File: config.mk
export PLATFORM = sky130hd
export DESIGN_NAME = line_centroid_analog_core
export DESIGN_NICKNAME = d
export VERILOG_FILES = /design/src/sv/lca_pkg.sv /design/src/sv/line_centroid_analog_core.sv /design/src/sv/lca_lane.sv /design/src/sv/lca_merge.sv /design/src/sv/lca_div.sv
export VERILOG_INCLUDE_DIRS = /design/src /design/src/sv
export SDC_FILE = /design/constraint.sdc
export NUM_CORES = 2
export LEC_CHECK = 0
export BUFFER_PORTS_ARGS = -buffer_cell sky130_fd_sc_hd__buf_2
export CAP_MARGIN = 20
export CORE_MARGIN = 5
export CORE_UTILIZATION = 53
export CTS_CLUSTER_DIAMETER = 100
export DETAILED_ROUTE_END_ITERATION = 8
export PLACE_DENSITY = 0.74
export RECOVER_POWER = 50
export SETUP_SLACK_MARGIN = 0.1
export SYNTH_ARGS = -nofsm -noshare
export SYNTH_HDL_FRONTEND = slang
export SYNTH_HIERARCHICAL = 1
export SYNTH_SLANG_ARGS = --single-unit
File: constraint.sdc
create_clock -name aclk -period 11.8 [get_ports aclk]
set_input_delay 0.59 -clock aclk [delete_from_list [all_inputs] [get_ports aclk]]
set_output_delay 0.59 -clock aclk [all_outputs]
set_load 0.03 [all_outputs]
File: src/sv/line_centroid_analog_core_assert.svh
// Assertion macros used by the line centroid top level.
`ifndef LINE_CENTROID_ANALOG_CORE_ASSERT_SVH
`define LINE_CENTROID_ANALOG_CORE_ASSERT_SVH

// Same-cycle implication, clocked on aclk, off during reset.
`define LCA_ASSERT_IMP(name, ante, cons, msg) \
    name: assert property (@(posedge aclk) disable iff (!aresetn) (ante) |-> (cons)) \
        else $error(msg);

// Next-cycle implication, clocked on aclk, off during reset.
`define LCA_ASSERT_NXT(name, ante, cons, msg) \
    name: assert property (@(posedge aclk) disable iff (!aresetn) (ante) |=> (cons)) \
        else $error(msg);

`endif

File: src/sv/lca_pkg.sv
// Shared constants, types and functions of the line centroid core.
`default_nettype none

package lca_pkg;

    localparam int SENSOR_COUNT   = 8;
    localparam int SAMPLE_W       = 8;
    localparam int POS_W          = 13;
    localparam int CONF_W         = 7;
    localparam int SUM_W          = 11;
    localparam int PROD_W         = 21;
    localparam int WSUM_W         = 23;
    localparam int MAG_W          = 22;
    localparam int Q_W            = 12;
    localparam int BITS_PER_STAGE = 2;
    localparam int ITER_STAGES    = Q_W / BITS_PER_STAGE;
    localparam int DIV_STAGES     = 1 + ITER_STAGES;
    localparam int PIPE_STAGES    = 3 + DIV_STAGES;
    localparam int ADDR_W         = 4;
    localparam int DATA_W         = 32;

    localparam logic [1:0] REG_DARK_LINE        = 2'd0;
    localparam logic [1:0] REG_SIGNAL_THRESHOLD = 2'd1;
    localparam logic [1:0] REG_MIN_TOTAL        = 2'd2;

    localparam logic                DARK_LINE_RST = 1'b1;
    localparam logic [SAMPLE_W-1:0] THRESHOLD_RST = 8'd128;
    localparam logic [SUM_W-1:0]    MIN_TOTAL_RST = 11'd100;

    localparam logic [Q_W-1:0]          POS_LIMIT      = 12'd3500;
    localparam logic signed [POS_W-1:0] POS_LIMIT_S    = 13'sd3500;
    localparam logic [CONF_W-1:0]       CONF_MAX       = 7'd100;
    localparam logic [SUM_W-1:0]        FULL_SCALE_SUM = 11'd1020;
    // floor(sum*100/1020) = floor(sum*25705 / 2^18) for sum <= 1020
    localparam logic [14:0]             CONF_MUL       = 15'd25705;
    localparam int                      CONF_SHIFT     = 18;

    typedef struct packed {
        logic [SUM_W-1:0]         sum;
        logic signed [WSUM_W-1:0] wsum;
        logic [SENSOR_COUNT-1:0]  mask;
    } lca_merge_t;

    typedef struct packed {
        logic                    est_valid;
        logic                    nonzero;
        logic                    neg;
        logic [CONF_W-1:0]       conf;
        logic [SENSOR_COUNT-1:0] mask;
        logic [SUM_W-1:0]        divisor;
    } lca_side_t;

    function automatic logic signed [POS_W-1:0] lane_weight(input int idx);
        return POS_W'(-3500 + 1000 * idx);
    endfunction

endpackage

`default_nettype wire

File: src/sv/line_centroid_analog_core.sv
// Top level of the line centroid core: lanes, merge, divider, output register.
// Throughput: one request per cycle unless m_ready stalls the output (bubbles collapse
// under stall); lane stage, merge stage, 7-stage divider (prep plus 6 radix-4 steps)
// and output register are pipelined.
// Reset (aresetn low at a clock edge) empties the pipeline and restores the
// configuration defaults: dark_line 1, signal_threshold 128, min_total 100.
`default_nettype none

`include "line_centroid_analog_core_assert.svh"

module line_centroid_analog_core
    import lca_pkg::*;
(
    input  wire logic                       aclk,
    input  wire logic                       aresetn,

    input  wire logic                       psel,
    input  wire logic                       penable,
    input  wire logic                       pwrite,
    input  wire logic [ADDR_W-1:0]          paddr,
    input  wire logic [DATA_W-1:0]          pwdata,
    output logic [DATA_W-1:0]               prdata,
    output logic                            pready,

    input  wire logic                       s_valid,
    output logic                            s_ready,
    input  wire logic [SAMPLE_W-1:0]        s_sample_0,
    input  wire logic [SAMPLE_W-1:0]        s_sample_1,
    input  wire logic [SAMPLE_W-1:0]        s_sample_2,
    input  wire logic [SAMPLE_W-1:0]        s_sample_3,
    input  wire logic [SAMPLE_W-1:0]        s_sample_4,
    input  wire logic [SAMPLE_W-1:0]        s_sample_5,
    input  wire logic [SAMPLE_W-1:0]        s_sample_6,
    input  wire logic [SAMPLE_W-1:0]        s_sample_7,

    output logic                            m_valid,
    input  wire logic                       m_ready,
    output logic                            m_estimate_valid,
    output logic signed [POS_W-1:0]         m_line_position,
    output logic [CONF_W-1:0]               m_confidence_pct,
    output logic [SENSOR_COUNT-1:0]         m_sensor_mask
);

    localparam int LAST = PIPE_STAGES - 1;

    logic                    dark_line_reg;
    logic [SAMPLE_W-1:0]     threshold_reg;
    logic [SUM_W-1:0]        min_total_reg;
    logic                    cfg_wr;

    logic [PIPE_STAGES-1:0]  vld_reg, vld_next;
    logic [PIPE_STAGES-1:0]  en;

    logic [SENSOR_COUNT-1:0][SAMPLE_W-1:0] samples;
    logic [SENSOR_COUNT-1:0][SAMPLE_W-1:0] lane_sig;
    logic [SENSOR_COUNT-1:0]               lane_act;
    logic [SENSOR_COUNT-1:0][PROD_W-1:0]   lane_prod;

    lca_merge_t              merged;
    lca_side_t               side;
    logic [Q_W-1:0]          quot;
    logic [Q_W-1:0]          quot_clamped;
    logic signed [POS_W-1:0] pos_mag;

    logic                    est_valid_reg, est_valid_next;
    logic signed [POS_W-1:0] pos_reg, pos_next;
    logic [CONF_W-1:0]       conf_reg;
    logic [SENSOR_COUNT-1:0] mask_reg;

    // configuration port
    assign pready = 1'b1;
    assign cfg_wr = psel && penable && pwrite;

    always_ff @(posedge aclk) begin
        if (!aresetn) begin
            dark_line_reg <= DARK_LINE_RST;
            threshold_reg <= THRESHOLD_RST;
            min_total_reg <= MIN_TOTAL_RST;
        end else if (cfg_wr) begin
            unique case (paddr[3:2])
                REG_DARK_LINE:        dark_line_reg <= pwdata[0];
                REG_SIGNAL_THRESHOLD: threshold_reg <= pwdata[SAMPLE_W-1:0];
                REG_MIN_TOTAL:        min_total_reg <= pwdata[SUM_W-1:0];
                default: ;
            endcase
        end
    end

    always_comb begin
        unique case (paddr[3:2])
            REG_DARK_LINE:        prdata = DATA_W'(dark_line_reg);
            REG_SIGNAL_THRESHOLD: prdata = DATA_W'(threshold_reg);
            REG_MIN_TOTAL:        prdata = DATA_W'(min_total_reg);
            default:              prdata = '0;
        endcase
    end

    // pipeline occupancy; a stage advances when empty or when its successor advances
    always_comb begin
        en[LAST] = !vld_reg[LAST] || m_ready;
        for (int k = LAST - 1; k >= 0; k--) begin
            en[k] = !vld_reg[k] || en[k+1];
        end
        vld_next[0] = en[0] ? s_valid : vld_reg[0];
        for (int k = 1; k < PIPE_STAGES; k++) begin
            vld_next[k] = en[k] ? vld_reg[k-1] : vld_reg[k];
        end
    end

    always_ff @(posedge aclk) begin
        if (!aresetn) begin
            vld_reg <= '0;
        end else begin
            vld_reg <= vld_next;
        end
    end

    assign s_ready = en[0];

    assign samples[0] = s_sample_0;
    assign samples[1] = s_sample_1;
    assign samples[2] = s_sample_2;
    assign samples[3] = s_sample_3;
    assign samples[4] = s_sample_4;
    assign samples[5] = s_sample_5;
    assign samples[6] = s_sample_6;
    assign samples[7] = s_sample_7;

    for (genvar i = 0; i < SENSOR_COUNT; i++) begin : g_lane
        lca_lane u_lane (
            .aclk      (aclk),
            .en        (en[0]),
            .dark_line (dark_line_reg),
            .threshold (threshold_reg),
            .weight    (lane_weight(i)),
            .sample    (samples[i]),
            .sig       (lane_sig[i]),
            .active    (lane_act[i]),
            .prod      (lane_prod[i])
        );
    end

    lca_merge u_merge (
        .aclk   (aclk),
        .en     (en[1]),
        .sig    (lane_sig),
        .act    (lane_act),
        .prod   (lane_prod),
        .merged (merged)
    );

    lca_div u_div (
        .aclk      (aclk),
        .en        (en[2 +: DIV_STAGES]),
        .merged    (merged),
        .min_total (min_total_reg),
        .side_out  (side),
        .quot      (quot)
    );

    // output stage: clamp, sign and gating
    always_comb begin
        quot_clamped   = (quot > POS_LIMIT) ? POS_LIMIT : quot;
        pos_mag        = $signed({1'b0, quot_clamped});
        est_valid_next = side.est_valid;
        if (!side.nonzero) begin
            pos_next = '0;
        end else if (side.neg) begin
            pos_next = -pos_mag;
        end else begin
            pos_next = pos_mag;
        end
    end

    always_ff @(posedge aclk) begin
        if (en[LAST]) begin
            est_valid_reg <= est_valid_next;
            pos_reg       <= pos_next;
            conf_reg      <= side.conf;
            mask_reg      <= side.mask;
        end
    end

    assign m_valid          = vld_reg[LAST];
    assign m_estimate_valid = est_valid_reg;
    assign m_line_position  = pos_reg;
    assign m_confidence_pct = conf_reg;
    assign m_sensor_mask    = mask_reg;

    `LCA_ASSERT_IMP(a_invalid_zero, m_valid && !m_estimate_valid,
        m_line_position == '0 && m_confidence_pct == '0, "invalid estimate not zeroed")
    `LCA_ASSERT_IMP(a_conf_range, m_valid, m_confidence_pct <= CONF_MAX,
        "confidence above full scale")
    `LCA_ASSERT_IMP(a_pos_range, m_valid,
        m_line_position <= POS_LIMIT_S && m_line_position >= -POS_LIMIT_S,
        "position out of range")
    `LCA_ASSERT_IMP(a_empty_ready, !m_valid, s_ready, "empty output stage blocks input")
    `LCA_ASSERT_NXT(a_accept_lands, s_valid && s_ready, vld_reg[0],
        "accepted request lost at lane stage")

endmodule

`default_nettype wire

File: src/sv/lca_lane.sv
// One sensor lane: inversion, threshold test and position-weighted product.
`default_nettype none

module lca_lane
    import lca_pkg::*;
(
    input  wire logic                       aclk,
    input  wire logic                       en,
    input  wire logic                       dark_line,
    input  wire logic [SAMPLE_W-1:0]        threshold,
    input  wire logic signed [POS_W-1:0]    weight,
    input  wire logic [SAMPLE_W-1:0]        sample,
    output logic [SAMPLE_W-1:0]             sig,
    output logic                            active,
    output logic [PROD_W-1:0]               prod
);

    logic [SAMPLE_W-1:0]              sig_reg, sig_next;
    logic                             active_reg, active_next;
    logic [PROD_W-1:0]                prod_reg, prod_next;
    logic signed [SAMPLE_W+POS_W:0]   prod_full;

    always_comb begin
        sig_next    = dark_line ? ~sample : sample;
        active_next = sig_next > threshold;
        prod_full   = $signed({1'b0, sig_next}) * weight;
        prod_next   = prod_full[PROD_W-1:0];
    end

    always_ff @(posedge aclk) begin
        if (en) begin
            sig_reg    <= sig_next;
            active_reg <= active_next;
            prod_reg   <= prod_next;
        end
    end

    assign sig    = sig_reg;
    assign active = active_reg;
    assign prod   = prod_reg;

endmodule

`default_nettype wire

File: src/sv/lca_merge.sv
// Merge stage: sums the lane signals and weighted products, gathers the mask.
`default_nettype none

module lca_merge
    import lca_pkg::*;
(
    input  wire logic                                   aclk,
    input  wire logic                                   en,
    input  wire logic [SENSOR_COUNT-1:0][SAMPLE_W-1:0]  sig,
    input  wire logic [SENSOR_COUNT-1:0]                act,
    input  wire logic [SENSOR_COUNT-1:0][PROD_W-1:0]    prod,
    output lca_merge_t                                  merged
);

    lca_merge_t               merged_reg, merged_next;
    logic [SUM_W-1:0]         sum_acc;
    logic signed [WSUM_W-1:0] w_acc;

    always_comb begin
        sum_acc = '0;
        w_acc   = '0;
        for (int i = 0; i < SENSOR_COUNT; i++) begin
            sum_acc = sum_acc + SUM_W'(sig[i]);
            w_acc   = w_acc + WSUM_W'($signed(prod[i]));
        end
        merged_next.sum  = sum_acc;
        merged_next.wsum = w_acc;
        merged_next.mask = act;
    end

    always_ff @(posedge aclk) begin
        if (en) begin
            merged_reg <= merged_next;
        end
    end

    assign merged = merged_reg;

endmodule

`default_nettype wire

File: src/sv/lca_div.sv
// Pipelined centroid divider: prep stage, then radix-4 restoring steps.
`default_nettype none

module lca_div
    import lca_pkg::*;
(
    input  wire logic                  aclk,
    input  wire logic [DIV_STAGES-1:0] en,
    input  wire lca_merge_t            merged,
    input  wire logic [SUM_W-1:0]      min_total,
    output lca_side_t                  side_out,
    output logic [Q_W-1:0]             quot
);

    logic [SUM_W-1:0]  rem_reg  [ITER_STAGES+1];
    logic [Q_W-1:0]    work_reg [ITER_STAGES+1];
    lca_side_t         side_reg [ITER_STAGES+1];

    logic [SUM_W-1:0]          rem_c  [1:ITER_STAGES];
    logic [Q_W-1:0]            work_c [1:ITER_STAGES];

    logic signed [WSUM_W-1:0]  mag_full;
    logic [MAG_W-1:0]          mag;
    logic [25:0]               conf_prod;
    lca_side_t                 side_next;

    // prep: magnitude, validity, confidence
    always_comb begin
        side_next.neg       = merged.wsum[WSUM_W-1];
        mag_full            = side_next.neg ? -merged.wsum : merged.wsum;
        mag                 = mag_full[MAG_W-1:0];
        side_next.est_valid = merged.sum >= min_total;
        side_next.nonzero   = side_next.est_valid && (merged.sum != '0);
        conf_prod           = 26'(merged.sum) * 26'(CONF_MUL);
        if (!side_next.nonzero) begin
            side_next.conf = '0;
        end else if (merged.sum > FULL_SCALE_SUM) begin
            side_next.conf = CONF_MAX;
        end else begin
            side_next.conf = conf_prod[CONF_SHIFT +: CONF_W];
        end
        side_next.mask    = merged.mask;
        side_next.divisor = merged.sum;
    end

    always_ff @(posedge aclk) begin
        if (en[0]) begin
            rem_reg[0]  <= SUM_W'(mag[MAG_W-1:Q_W]);
            work_reg[0] <= mag[Q_W-1:0];
            side_reg[0] <= side_next;
        end
    end

    for (genvar k = 1; k <= ITER_STAGES; k++) begin : g_step
        always_comb begin : p_step
            logic [SUM_W-1:0] r;
            logic [Q_W-1:0]   w;
            logic [SUM_W:0]   r2;
            r = rem_reg[k-1];
            w = work_reg[k-1];
            for (int b = 0; b < BITS_PER_STAGE; b++) begin
                r2 = {r, w[Q_W-1]};
                w  = {w[Q_W-2:0], 1'b0};
                if (r2 >= {1'b0, side_reg[k-1].divisor}) begin
                    r2   = r2 - {1'b0, side_reg[k-1].divisor};
                    w[0] = 1'b1;
                end
                r = r2[SUM_W-1:0];
            end
            rem_c[k]  = r;
            work_c[k] = w;
        end

        always_ff @(posedge aclk) begin
            if (en[k]) begin
                rem_reg[k]  <= rem_c[k];
                work_reg[k] <= work_c[k];
                side_reg[k] <= side_reg[k-1];
            end
        end
    end

    assign side_out = side_reg[ITER_STAGES];
    assign quot     = work_reg[ITER_STAGES];

endmodule

`default_nettype wire
==> flow_summary.json <==
{
  "cp.required_ns": 12.19,
  "outcome": "complete, but fails checks",
  "worstSetupPathType": "register to register",
  "place_congestion": 0.920,
  "max_clock_freq_mhz": 119,
  "clockBufferDepth": 3,
  "grt_pass1_vias": 49703,
  "cp_data_arrival_time_ns": 8.76,
  "skew_ns": 0.0363,
  "slew_viol_final": 339,
  "grt_usage": 0.218,
  "min_period_ns": 8.37,
  "clock_latency_ns": 0.66,
  "dr.pass1.iters": 8,
  "diodes": 0,
  "netlist_area_mm2": 0.0705,
  "slowest_delay_ns": 2.32,
  "port_buffers": 125,
  "synth.avg_cell_area_um2": 10.4,
  "hp-class": "primary input to register",
  "cts_htree_levels": 3,
  "maxCapViolCount": 8,
  "antenna_found_initial": 0,
  "clk_pin_slew_ns": 0.06,
  "critPathMostFrequentCell": "fa_1",
  "crit_family": "buffers and inverters",
  "setup_viol": 0,
  "layout-drive-gt1-share": 0.0518,
  "drtAntennaViolNets": 0,
  "final.period_utilization": 0.709,
  "final_nets": 9375,
  "drc_errors": 0,
  "via_count": 47302,
  "initial_utilization": 0.535,
  "die_h_um": 375,
  "drt_wl_total_um": 150000,
  "overflow": 0,
  "violations": "capacitance limit, slew limit",
  "cts_root_buf": "clkbuf_16",
  "endpoint_kind": "register",
  "grt_pass1_wl_um": 248000,
  "relSlewSlack": -1.21,
  "holdBufCountCts": 0,
  "crit_fanout": 38,
  "area_growth_syn_to_layout_pct": 11.6,
  "rows": 133,
  "cp_slowest_cell": "clkbuf_1",
  "syn_inst": 6774,
  "viasPerCell": 4.95,
  "postCtsSetupBuffers": 0,
  "path_buf_inv": 5,
  "cts_buffers": 77,
  "fin_setup_tns_ns": 0,
  "worstMarginPinSlew_ns": 3.32,
  "drt_iter0_markers": 2517,
  "die_w_um": 375,
  "cts_sinks": 682,
  "cts_tree": "yes",
  "die_area_mm2": 0.140,
  "ys_warn_count": 6,
  "grt_max_degree": 127,
  "core_mm2": 0.132,
  "cp-start-kind": "register",
  "largest_register_ffs": 192,
  "pin_count": 171,
  "hpwl_um": 123000,
  "finalHoldViolations": 0,
  "rsz0062_at_grt": "no",
  "path_cells": "clkbuf_1 -> xor2_1 -> clkbuf_1 -> nand2_1 -> inv_1 -> fa_1 -> inv_1 -> fa_1 -> fa_1 -> fa_1 -> inv_1 -> ha_1 -> and4_1 -> nand2_1 -> nand3b_1 -> a21oi_1 -> o21ai_1 -> xnor2_1",
  "cts.repair.resized": 0,
  "wire_per_inst_um": 15.7
}
per-stage QoR:
| stage | hold slack, ns | worst slack (ns) | cell area [µm²] | util | cells |
|---|---|---|---|---|---|
| 6_report | 0.159 | 3.43 | 78600 | 0.597 | 9556 |
| 3_3_place_gp | 0.401 | 5.69 | 76400 | 0.579 | 9416 |
| 2_1_floorplan | 0.400 | 2.25 | 73600 | - | 7598 |
| 3_5_place_dp | 0.405 | 5.63 | 76400 | 0.580 | 9418 |
| 4_1_cts | 0.113 | 5.58 | 78900 | 0.599 | 9555 |
| 5_1_grt | 0.159 | 3.00 | 78600 | 0.597 | 9556 |
final timing paths:
check	start	to	slack, ns	cells after the start
max	dark_line_reg$_SDFFE_PN1P_	g_lane[0].u_lane/prod[20]$_DFFE_PP_	3.43	18
min reg2reg	u_div/side_reg[0][23]$_SDFFCE_PN0P_	u_div/side_reg[1][23]$_DFFE_PP_	0.40	0
max reg2reg	dark_line_reg$_SDFFE_PN1P_	g_lane[0].u_lane/prod[20]$_DFFE_PP_	3.43	18
min	pwdata[6]	min_total_reg[6]$_SDFFE_PN1P_	0.16	3
layout make-up:
cell class | instances | area, µm²
fill | 10841 | 53200
multi-input combinational | 5229 | 46900
sequential | 682 | 20200
inverter | 1544 | 5800
tap | 1755 | 2200
clock buffer | 96 | 2080
timing repair buffer | 209 | 1050
clock inverter | 41 | 425
layer usage:
metal / vias to the layer above / track usage / part of all wire
li1: 22811 / - / -
met1: 23284 / 0.263 / 0.40
met2: 905 / 0.402 / 0.52
met3: 302 / 0.0218 / 0.036
met4: 0 / 0.0852 / 0.047
met5: - / 0 / 0
worst reg2reg max path, stage by stage, from the launching register on:
cell and delay, ns:
dfxtp_1 0.64, clkbuf_1 2.32, xor2_1 0.36, clkbuf_1 0.62, nand2_1 0.21, inv_1 0.16, fa_1 0.47, inv_1 0.24
fa_1 0.55, fa_1 0.51, fa_1 0.55, inv_1 0.04, ha_1 0.34, and4_1 0.23, nand2_1 0.07, nand3b_1 0.08
a21oi_1 0.14, o21ai_1 0.09, xnor2_1 0.49
layout by cell type (no fill, tap or decap), types with 30 or more instances in the layout:
cell	count
nand3_1	54
o21ai_1	62
nand4_1	37
xor2_1	134
nor2b_1	69
xnor2_1	221
fa_1	869
buf_2	95
and2_1	430
mux2i_1	46
nor2_1	175
a21oi_1	221
o21a_1	55
dfxtp_1	30
ha_1	656
a21o_1	56
nand2_1	598
inv_1	1540
mux2_2	36
nor3_1	45
o21ai_0	125
clkbuf_16	80
clkbuf_1	96
edfxtp_1	652
conb_1	826
nand2b_1	43
Power is left out: the tool's default activity adds up to more than one toggle a clock period on the data nets, which glitch-free logic cannot reach.
